--- config.mk ---
export PLATFORM = sky130hd
export DESIGN_NAME = stereo_linear_resampler
export DESIGN_NICKNAME = d
export VERILOG_FILES = /design/src/hdl/slr_pkg.sv /design/src/hdl/stereo_linear_resampler.sv /design/src/hdl/slr_front.sv /design/src/hdl/slr_job_fifo.sv /design/src/hdl/slr_back.sv
export SDC_FILE = /design/constraint.sdc
export NUM_CORES = 2
export LEC_CHECK = 0
export CORE_MARGIN = 5
export CORE_UTILIZATION = 49
export CTS_CLUSTER_SIZE = 20
export DETAILED_ROUTE_END_ITERATION = 8
export DONT_BUFFER_PORTS = 1
export PLACE_DENSITY = 0.76
export SYNTH_ARGS = -nofsm -noshare
export SYNTH_HDL_FRONTEND = slang
export SYNTH_HIERARCHICAL = 1
export SYNTH_SLANG_ARGS = --single-unit
--- constraint.sdc ---
create_clock -name clock -period 17.32 [get_ports clock]
set_input_delay 2.598 -clock clock [delete_from_list [all_inputs] [get_ports clock]]
set_output_delay 2.598 -clock clock [all_outputs]
set_load 0.01 [all_outputs]
--- src/hdl/slr_pkg.sv ---
`timescale 1ns / 1ps
`default_nettype none

package slr_pkg;

   localparam int SAMPLE_W = 16;
   localparam int SEQ_W    = 32;
   localparam int PHASE_W  = 36;

   localparam int PHASE_FRAC_BITS_DEFAULT   = 32;
   localparam int MAX_OUT_PER_FRAME_DEFAULT = 8;

   localparam int QUEUE_DEPTH = 4;
   localparam int QPTR_W      = 2;

   // A step of exactly 1.0 with 32 fraction bits.
   localparam logic [PHASE_W-1:0] STEP_RESET = 36'h1_0000_0000;

   typedef logic signed [SAMPLE_W-1:0] sample_type;

   // One unit of work for the back end: the pair to interpolate and what
   // to do to the phase before the run starts.
   typedef struct packed {
      logic       mask_frac;
      logic       shift;
      sample_type cur_left;
      sample_type cur_right;
      sample_type nxt_left;
      sample_type nxt_right;
   } job_type;

   typedef struct packed {
      logic full;
      logic empty;
   } queue_status_type;

endpackage

`default_nettype wire

--- src/hdl/stereo_linear_resampler.sv ---
// A frame that opens a run shows its first output frame on rsp_tvalid once it
// has passed the queue and the start, multiply and round steps.
// Throughput: one output frame per cycle while the sink is ready within a run;
// a queued source frame first takes a setup step, and another if it yields no output.
// Reset (synchronous, active high) empties the queue and pipeline, clears the
// pair and phase and sets the step to 1.0; a step write does the same, step from csr_data.
`timescale 1ns / 1ps
`default_nettype none

module stereo_linear_resampler #(
   parameter int PHASE_FRAC_BITS   = slr_pkg::PHASE_FRAC_BITS_DEFAULT,
   parameter int MAX_OUT_PER_FRAME = slr_pkg::MAX_OUT_PER_FRAME_DEFAULT
) (
   input  wire logic        clock,
   input  wire logic        reset,
   // Source frames.
   input  wire logic        req_tvalid,
   output logic             req_tready,
   // src_left [15:0], src_right [31:16], frame_seq [63:32]
   input  wire logic [63:0] req_tdata,
   // Output frames.
   output logic             rsp_tvalid,
   input  wire logic        rsp_tready,
   // out_left [15:0], out_right [31:16]
   output logic [31:0]      rsp_tdata,
   // run_last: final output frame caused by one source frame
   output logic             rsp_tlast,
   // Step register write, phase_step in bits [35:0].
   input  wire logic        csr_valid,
   output logic             csr_ready,
   input  wire logic [35:0] csr_data
);
   import slr_pkg::*;

   // The front end owns the sample pair and the sequence check. Each source
   // frame that makes a new pair becomes one job in a short queue. The back
   // end owns the phase: for each job it trims or steps the phase, then runs
   // the interpolator once per output frame, one multiply stage and one
   // rounding stage, into the output register that faces the sink.

   logic             clear;
   logic             push;
   logic             pop;
   job_type          push_job;
   job_type          pop_job;
   queue_status_type q_status;

   // A step write is always taken; it must only be issued while the block is idle, which the block does not enforce.
   assign csr_ready = 1'b1;
   assign clear     = csr_valid;

   slr_front u_front (
      .clock      (clock),
      .reset      (reset),
      .clear      (clear),
      .req_tvalid (req_tvalid),
      .req_tready (req_tready),
      .req_tdata  (req_tdata),
      .q_status   (q_status),
      .push       (push),
      .job        (push_job)
   );

   slr_job_fifo u_queue (
      .clock    (clock),
      .reset    (reset),
      .clear    (clear),
      .push     (push),
      .push_job (push_job),
      .pop      (pop),
      .pop_job  (pop_job),
      .q_status (q_status)
   );

   slr_back #(
      .PHASE_FRAC_BITS   (PHASE_FRAC_BITS),
      .MAX_OUT_PER_FRAME (MAX_OUT_PER_FRAME)
   ) u_back (
      .clock      (clock),
      .reset      (reset),
      .clear      (clear),
      .step_data  (csr_data),
      .q_status   (q_status),
      .job        (pop_job),
      .pop        (pop),
      .rsp_tvalid (rsp_tvalid),
      .rsp_tready (rsp_tready),
      .rsp_tdata  (rsp_tdata),
      .rsp_tlast  (rsp_tlast)
   );

endmodule

`default_nettype wire

--- src/hdl/slr_front.sv ---
`timescale 1ns / 1ps
`default_nettype none

module slr_front (
   input  wire logic                      clock,
   input  wire logic                      reset,
   input  wire logic                      clear,
   input  wire logic                      req_tvalid,
   output logic                           req_tready,
   // src_left [15:0], src_right [31:16], frame_seq [63:32]
   input  wire logic [63:0]               req_tdata,
   input  wire slr_pkg::queue_status_type q_status,
   output logic                           push,
   output slr_pkg::job_type               job
);
   import slr_pkg::*;

   sample_type       in_left;
   sample_type       in_right;
   logic [SEQ_W-1:0] in_seq;
   logic             accept;
   logic             gap;

   sample_type       cur_left_ff, cur_left_in;
   sample_type       cur_right_ff, cur_right_in;
   sample_type       nxt_left_ff, nxt_left_in;
   sample_type       nxt_right_ff, nxt_right_in;
   logic             have_cur_ff, have_cur_in;
   logic             have_nxt_ff, have_nxt_in;
   logic             pend_mask_ff, pend_mask_in;
   logic [SEQ_W-1:0] prev_seq_ff, prev_seq_in;

   assign in_left    = req_tdata[15:0];
   assign in_right   = req_tdata[31:16];
   assign in_seq     = req_tdata[63:32];
   assign req_tready = ~q_status.full;
   assign accept     = req_tvalid & req_tready;

   // A break in the numbering voids the pair; the phase fraction is trimmed
   // by the back end when the next job reaches it.
   assign gap = have_cur_ff && (in_seq != (prev_seq_ff + 32'd1));

   always_comb begin
      cur_left_in   = cur_left_ff;
      cur_right_in  = cur_right_ff;
      nxt_left_in   = nxt_left_ff;
      nxt_right_in  = nxt_right_ff;
      have_cur_in   = have_cur_ff;
      have_nxt_in   = have_nxt_ff;
      pend_mask_in  = pend_mask_ff;
      prev_seq_in   = prev_seq_ff;
      push          = 1'b0;
      job.mask_frac = pend_mask_ff;
      job.shift     = 1'b0;
      job.cur_left  = cur_left_ff;
      job.cur_right = cur_right_ff;
      job.nxt_left  = in_left;
      job.nxt_right = in_right;
      if (accept) begin
         prev_seq_in = in_seq;
         if (!have_cur_ff || gap) begin
            cur_left_in  = in_left;
            cur_right_in = in_right;
            have_cur_in  = 1'b1;
            have_nxt_in  = 1'b0;
            pend_mask_in = pend_mask_ff | gap;
         end else if (!have_nxt_ff) begin
            nxt_left_in  = in_left;
            nxt_right_in = in_right;
            have_nxt_in  = 1'b1;
            pend_mask_in = 1'b0;
            push         = 1'b1;
         end else begin
            cur_left_in   = nxt_left_ff;
            cur_right_in  = nxt_right_ff;
            nxt_left_in   = in_left;
            nxt_right_in  = in_right;
            pend_mask_in  = 1'b0;
            push          = 1'b1;
            job.shift     = 1'b1;
            job.cur_left  = nxt_left_ff;
            job.cur_right = nxt_right_ff;
         end
      end
   end

   always_ff @(posedge clock) begin
      if (reset || clear) begin
         have_cur_ff  <= 1'b0;
         have_nxt_ff  <= 1'b0;
         pend_mask_ff <= 1'b0;
         prev_seq_ff  <= '0;
      end else begin
         have_cur_ff  <= have_cur_in;
         have_nxt_ff  <= have_nxt_in;
         pend_mask_ff <= pend_mask_in;
         prev_seq_ff  <= prev_seq_in;
      end
   end

   always_ff @(posedge clock) begin
      cur_left_ff  <= cur_left_in;
      cur_right_ff <= cur_right_in;
      nxt_left_ff  <= nxt_left_in;
      nxt_right_ff <= nxt_right_in;
   end

endmodule

`default_nettype wire

--- src/hdl/slr_job_fifo.sv ---
`timescale 1ns / 1ps
`default_nettype none

module slr_job_fifo (
   input  wire logic              clock,
   input  wire logic              reset,
   input  wire logic              clear,
   input  wire logic              push,
   input  wire slr_pkg::job_type  push_job,
   input  wire logic              pop,
   output slr_pkg::job_type       pop_job,
   output slr_pkg::queue_status_type q_status
);
   import slr_pkg::*;

   job_type           slot_ff [QUEUE_DEPTH];
   logic [QPTR_W-1:0] wr_ptr_ff, wr_ptr_in;
   logic [QPTR_W-1:0] rd_ptr_ff, rd_ptr_in;
   logic [QPTR_W:0]   count_ff, count_in;
   logic              do_push;
   logic              do_pop;

   assign q_status.full  = (count_ff == (QPTR_W + 1)'(QUEUE_DEPTH));
   assign q_status.empty = (count_ff == '0);
   assign do_push = push & ~q_status.full;
   assign do_pop  = pop & ~q_status.empty;
   assign pop_job = slot_ff[rd_ptr_ff];

   always_comb begin
      wr_ptr_in = do_push ? wr_ptr_ff + 1'b1 : wr_ptr_ff;
      rd_ptr_in = do_pop ? rd_ptr_ff + 1'b1 : rd_ptr_ff;
      count_in  = count_ff;
      if (do_push && !do_pop) begin
         count_in = count_ff + 1'b1;
      end else if (!do_push && do_pop) begin
         count_in = count_ff - 1'b1;
      end
   end

   always_ff @(posedge clock) begin
      if (reset || clear) begin
         wr_ptr_ff <= '0;
         rd_ptr_ff <= '0;
         count_ff  <= '0;
      end else begin
         wr_ptr_ff <= wr_ptr_in;
         rd_ptr_ff <= rd_ptr_in;
         count_ff  <= count_in;
      end
   end

   always_ff @(posedge clock) begin
      if (do_push) begin
         slot_ff[wr_ptr_ff] <= push_job;
      end
   end

endmodule

`default_nettype wire

--- src/hdl/slr_back.sv ---
`timescale 1ns / 1ps
`default_nettype none

module slr_back #(
   parameter int PHASE_FRAC_BITS   = slr_pkg::PHASE_FRAC_BITS_DEFAULT,
   parameter int MAX_OUT_PER_FRAME = slr_pkg::MAX_OUT_PER_FRAME_DEFAULT
) (
   input  wire logic                      clock,
   input  wire logic                      reset,
   input  wire logic                      clear,
   input  wire logic [35:0]               step_data,
   input  wire slr_pkg::queue_status_type q_status,
   input  wire slr_pkg::job_type          job,
   output logic                           pop,
   output logic                           rsp_tvalid,
   input  wire logic                      rsp_tready,
   // out_left [15:0], out_right [31:16]
   output logic [31:0]                    rsp_tdata,
   output logic                           rsp_tlast
);
   import slr_pkg::*;

   localparam int PROD_W = PHASE_FRAC_BITS + SAMPLE_W + 2;
   localparam int CNT_W  = (MAX_OUT_PER_FRAME > 1) ? $clog2(MAX_OUT_PER_FRAME) : 1;
   localparam logic [PHASE_W-1:0] PHASE_ONE  = PHASE_W'(1) << PHASE_FRAC_BITS;
   localparam logic [PHASE_W-1:0] FRAC_MASK  = PHASE_ONE - PHASE_W'(1);
   localparam logic [PHASE_W-1:0] PHASE_MAX  = '1;
   localparam logic [CNT_W-1:0]   CNT_LAST   = CNT_W'(MAX_OUT_PER_FRAME - 1);
   localparam logic signed [PROD_W-1:0] RND_POS = PROD_W'(1) << (PHASE_FRAC_BITS - 1);
   localparam logic signed [PROD_W-1:0] RND_NEG = RND_POS - PROD_W'(1);

   localparam logic S_IDLE = 1'b0;
   localparam logic S_RUN  = 1'b1;

   logic                       state_ff, state_in;
   logic [PHASE_W-1:0]         step_ff;
   logic [PHASE_W-1:0]         phase_ff, phase_in;
   logic [CNT_W-1:0]           cnt_ff, cnt_in;
   sample_type                 cur_l_ff, cur_r_ff;
   logic signed [SAMPLE_W:0]   dif_l_ff, dif_r_ff;

   logic [PHASE_W-1:0]         phase_masked;
   logic [PHASE_W-1:0]         phase_start;
   logic [PHASE_W:0]           phase_sum;
   logic [PHASE_W-1:0]         phase_sat;
   logic                       below_one;
   logic                       last;
   logic                       issue;
   logic signed [PHASE_FRAC_BITS:0] frac_s;

   logic                       m_vld_ff;
   logic signed [PROD_W-1:0]   prod_l_ff, prod_l_in;
   logic signed [PROD_W-1:0]   prod_r_ff, prod_r_in;
   sample_type                 mcur_l_ff, mcur_r_ff;
   logic                       mlast_ff;
   logic                       m_free;
   logic                       o_load;

   logic signed [PROD_W-1:0]   v_l, v_r;
   logic signed [PROD_W-1:0]   r_l, r_r;
   logic                       o_vld_ff;
   sample_type                 out_l_ff, out_r_ff;
   logic                       out_last_ff;

   // Phase as the job finds it: gap trims to the fraction, a shift steps
   // one source frame forward and stops at zero.
   always_comb begin
      phase_masked = job.mask_frac ? (phase_ff & FRAC_MASK) : phase_ff;
      if (!job.shift) begin
         phase_start = phase_masked;
      end else if (phase_masked >= PHASE_ONE) begin
         phase_start = phase_masked - PHASE_ONE;
      end else begin
         phase_start = '0;
      end
   end

   assign phase_sum = {1'b0, phase_ff} + {1'b0, step_ff};
   assign phase_sat = phase_sum[PHASE_W] ? PHASE_MAX : phase_sum[PHASE_W-1:0];
   assign below_one = (phase_ff < PHASE_ONE);
   assign last      = (phase_sat >= PHASE_ONE) || (cnt_ff == CNT_LAST);
   assign frac_s    = $signed({1'b0, phase_ff[PHASE_FRAC_BITS-1:0]});

   assign o_load = m_vld_ff & (~o_vld_ff | rsp_tready);
   assign m_free = ~m_vld_ff | o_load;
   assign pop    = (state_ff == S_IDLE) & ~q_status.empty;
   assign issue  = (state_ff == S_RUN) & below_one & m_free;

   always_comb begin
      state_in = state_ff;
      phase_in = phase_ff;
      cnt_in   = cnt_ff;
      unique case (state_ff)
         S_IDLE: begin
            if (pop) begin
               phase_in = phase_start;
               cnt_in   = '0;
               state_in = S_RUN;
            end
         end
         S_RUN: begin
            if (!below_one) begin
               state_in = S_IDLE;
            end else if (issue) begin
               phase_in = phase_sat;
               cnt_in   = cnt_ff + 1'b1;
               if (last) begin
                  state_in = S_IDLE;
               end
            end
         end
         default: state_in = S_IDLE;
      endcase
   end

   always_ff @(posedge clock) begin
      if (reset) begin
         step_ff <= STEP_RESET;
      end else if (clear) begin
         step_ff <= step_data;
      end
   end

   always_ff @(posedge clock) begin
      if (reset || clear) begin
         state_ff <= S_IDLE;
         phase_ff <= '0;
         cnt_ff   <= '0;
         m_vld_ff <= 1'b0;
         o_vld_ff <= 1'b0;
      end else begin
         state_ff <= state_in;
         phase_ff <= phase_in;
         cnt_ff   <= cnt_in;
         if (issue) begin
            m_vld_ff <= 1'b1;
         end else if (o_load) begin
            m_vld_ff <= 1'b0;
         end
         if (o_load) begin
            o_vld_ff <= 1'b1;
         end else if (rsp_tready) begin
            o_vld_ff <= 1'b0;
         end
      end
   end

   // Multiply stage: (nxt - cur) * fraction for both channels.
   always_comb begin
      prod_l_in = dif_l_ff * frac_s;
      prod_r_in = dif_r_ff * frac_s;
   end

   always_ff @(posedge clock) begin
      if (pop) begin
         cur_l_ff <= job.cur_left;
         cur_r_ff <= job.cur_right;
         dif_l_ff <= (SAMPLE_W + 1)'(job.nxt_left) - (SAMPLE_W + 1)'(job.cur_left);
         dif_r_ff <= (SAMPLE_W + 1)'(job.nxt_right) - (SAMPLE_W + 1)'(job.cur_right);
      end
      if (issue) begin
         prod_l_ff <= prod_l_in;
         prod_r_ff <= prod_r_in;
         mcur_l_ff <= cur_l_ff;
         mcur_r_ff <= cur_r_ff;
         mlast_ff  <= last;
      end
   end

   // Rounding stage: half away from zero is floor((v + h) / 2^F) for v >= 0
   // and floor((v + h - 1) / 2^F) for v < 0.
   always_comb begin
      v_l = (PROD_W'(mcur_l_ff) <<< PHASE_FRAC_BITS) + prod_l_ff;
      v_r = (PROD_W'(mcur_r_ff) <<< PHASE_FRAC_BITS) + prod_r_ff;
      r_l = (v_l + (v_l[PROD_W-1] ? RND_NEG : RND_POS)) >>> PHASE_FRAC_BITS;
      r_r = (v_r + (v_r[PROD_W-1] ? RND_NEG : RND_POS)) >>> PHASE_FRAC_BITS;
   end

   always_ff @(posedge clock) begin
      if (o_load) begin
         out_l_ff    <= r_l[SAMPLE_W-1:0];
         out_r_ff    <= r_r[SAMPLE_W-1:0];
         out_last_ff <= mlast_ff;
      end
   end

   assign rsp_tvalid = o_vld_ff;
   assign rsp_tdata  = {out_r_ff, out_l_ff};
   assign rsp_tlast  = out_last_ff;

endmodule

`default_nettype wire

==> run metrics <==
post-synth top area share 26.7%; IO Port Bufs 0; Data arrival, critical path 8.33 ns; setup_tns 0 ns; gr ovfl total 0; final hold violations 0; Final Util 52.2%; ranking of synthesized cells by area fa_1 27%, edfxtp_1 25%, ha_1 9.0%, inv_1 6.1%, and2_1 4.6%; Synth Net Count 8,024; skew final 0.0607 ns; final worst path period need 7.94 ns; vias per cell 5.54; Setup Fix Bufs, Post-CTS 0; post-synthesis register bit count 682; CTS tree yes; Pre-antenna DRT Iters 5; cell family with most CP delay adder cells; critical path's most frequent cell fa_1; initial core utilization 49.3%; leading area contributor after synthesis fa_1; Crit Path Max Fanout 23; Cell Area, Synth 67,800 sq um; vias after detailed routing 45,300; LEAKAGE 32.4 nW; Post-Syn Area per Cell 10.4 sq um; Final Wtd Congestion 0.905; Die Wd 382 um; Synth Flop Type edfxtp_1; worst-margin pin slew 1.14 ns; vias in the first global route 48,900; post_cts resized 0; share of layout cells above drive strength 1 6.06%; clk sink count 682; sequential area share after synthesis 28.4%; antenna violations before repair 0; io pins 141; Post-DRT Antenna Nets 0; maximum VDD drop 84.0 uV; htree depth 3; Die Y 382 um; Cell Rows 136; detailed-route wire length 152,000 um; dpl ws 9.54 ns; max incr delay on CP 0.78 ns; Remaining DRCs 0; fillers 11,700; Pwr Density 49.0 nW/um^2; Final HPWL DP 112,000 um; CP required 17.71 ns; first-pass GRT wire length 252,000 um; Hold WS 0.420 ns; Worst Hold Class flip-flop to flip-flop; Slowest cell on crit path inv_1; area of the die 146,000 sq um; Post-Layout Inst Area 71,800 sq um; CTS Hold Buffers Added 0; final setup margin 9.38 ns; core area 137,000 sq um; Crit Path Category flip-flop to flip-flop; nets 7,827; Max-slew headroom 23.5%; Worst Path Buf+Inv 3; CP Capture Type flip-flop; clk_lat worst skew 0.70 ns; area of the multi-input gates 43,000 sq um; Tot GR Track Use 21.3%; startpoint types flip-flop; Distinct cells, synth 93; top post-synthesis cells by count 1,094 x inv_1, 904 x fa_1, 758 x nand2_1; area grow syn2layout 5.84%; drt first-iter violations 2,941; Reg area 19,300 sq um; clock buffer depth 3; number of flops mapped to enable cells by yosys 560; Post-synth ARST share 0%; max-cap violation count 0; Clock Pin Slew Worst Setup and Hold Paths 0.07 ns; Mapped Cells 6,525; largest net degree at the start of global routing 104; # diodes 0; YS warnings 6; outcome finished clean; most frequent cell after synthesis inv_1; fmax 126 MHz; RSZ-0062 raised after global routing false; CTS root buf clkbuf_16; Placed Area 69,200 sq um; fin crit share 45.8%; cell chain of the critical path inv_1, nor2_1, fa_1, fa_1, fa_1, fa_1, fa_1, inv_1, fa_1, inv_1, ha_1, a21o_1, a21oi_1, o21ai_0, nor4b_1, o221ai_1, a41oi_1, o21ai_0, a21o_1, a21oi_1, xnor2_1; CTS Buf Count 74; Slew Limit Fails 0; Final Setup Violations 0; drt wl/cell 18.6 um
-- through the flow --
| step | cells | power, mW |
|---|---|---|
| 2_1_floorplan | 6525 | 1.88 |
| 3_3_place_gp | 8046 | 1.88 |
| 3_5_place_dp | 8046 | 1.88 |
| 4_1_cts | 8183 | 3.56 |
| 5_1_grt | 8183 | 3.64 |
| 6_report | 8183 | 3.52 |
-- power breakdown --
group          total (mW)  leakage [nW]  switching, mW  internal [mW]
sequential           1.78          6.14        0.00995           1.77
combinational      0.0660          25.0         0.0356         0.0303
clock                1.67          1.25          0.702          0.966
-- state kept, by name, indices dropped and copies added, names as in the netlist, 17 cells and up, named ones only --
name / count
u_queue/slot_ff: 264
u_back/dif_r_ff: 17
u_front/prev_seq_ff: 32
u_back/dif_l_ff: 17
u_back/step_ff: 36
u_back/prod_r_ff: 50
u_back/phase_ff: 36
u_back/prod_l_ff: 50
-- worst reg2reg max path: stages (launching register included) --
cell and delay, ns:
edfxtp_1 0.57, inv_1 0.78, nor2_1 0.13, fa_1 0.53, fa_1 0.44, fa_1 0.51, fa_1 0.44, fa_1 0.50
inv_1 0.05, fa_1 0.48, inv_1 0.05, ha_1 0.35, a21o_1 0.22, a21oi_1 0.15, o21ai_0 0.11, nor4b_1 0.75
o221ai_1 0.40, a41oi_1 0.52, o21ai_0 0.23, a21o_1 0.20, a21oi_1 0.17, xnor2_1 0.08
-- cell usage in the layout (no fill, tap or decap), types with 24 or more instances in the layout --
| master | instances |
|---|---|
| inv_1 | 1092 |
| fa_1 | 904 |
| nand2_1 | 758 |
| edfxtp_1 | 560 |
| and2_1 | 500 |
| ha_1 | 490 |
| a21oi_1 | 257 |
| nor2_1 | 219 |
| xnor2_1 | 165 |
| o21ai_0 | 133 |
| a21o_1 | 125 |
| dfxtp_1 | 118 |
| xor2_1 | 81 |
| buf_4 | 80 |
| nand3_1 | 76 |
| clkbuf_16 | 75 |
| mux4_2 | 66 |
| nand4_1 | 58 |
| nand2b_1 | 41 |
| mux2i_1 | 41 |
| mux2_2 | 39 |
| nor3_1 | 35 |
| and3_1 | 32 |
| mux2_4 | 30 |
| o21a_1 | 29 |
| nor2b_1 | 28 |
| a31oi_1 | 24 |
-- layout make-up --
type                    instances  share of cell area [%]
multi-input cells            4396                    59.9
flip-flops and latches        682                    26.8
inverters                    1094                    5.73
repair buffers                 80                   0.837
well taps                    1794                    3.13
clock inverters                51                   0.939
clock buffers                  86                    2.67
-- per-layer routing --
layer	share of wire [%]	global-route usage, %	vias to the layer above
met5	0	0	-
met4	3.4	7.66	0
met3	5.7	3.40	340
met2	51	37.9	1348
met1	40	26.4	23000
li1	-	-	20600
-- cell families (layout without fill, tap and decap cells) --
group / count (synthesis) / count (layout) / synth area share [%]
other cells: 1 / 1 / 0.00553
buf+inv: 1447 / 1311 / 8.31
xor+xnor: 247 / 247 / 3.19
compound gates: 732 / 732 / 6.82
mux: 177 / 177 / 4.12
simple gates: 1845 / 1845 / 13.4
fa+ha+maj: 1394 / 1394 / 35.7
flops: 682 / 682 / 28.4
-- worst paths after layout --
| path | startpoint | to | slack [ns] | cells after the start |
|---|---|---|---|---|
| setup reg to reg | u_back/dif_r_ff[16]$_DFFE_PP_ | u_back/prod_r_ff[48]$_DFFE_PP_ | 9.38 | 21 |
| setup / recovery | u_back/dif_r_ff[16]$_DFFE_PP_ | u_back/prod_r_ff[48]$_DFFE_PP_ | 9.38 | 21 |
| hold / removal | u_back/cur_l_ff[14]$_DFFE_PP_ | u_back/mcur_l_ff[14]$_DFFE_PP_ | 0.42 | 0 |
| hold reg to reg | u_back/cur_l_ff[14]$_DFFE_PP_ | u_back/mcur_l_ff[14]$_DFFE_PP_ | 0.42 | 0 |
Power figures use the tool's default switching activity.
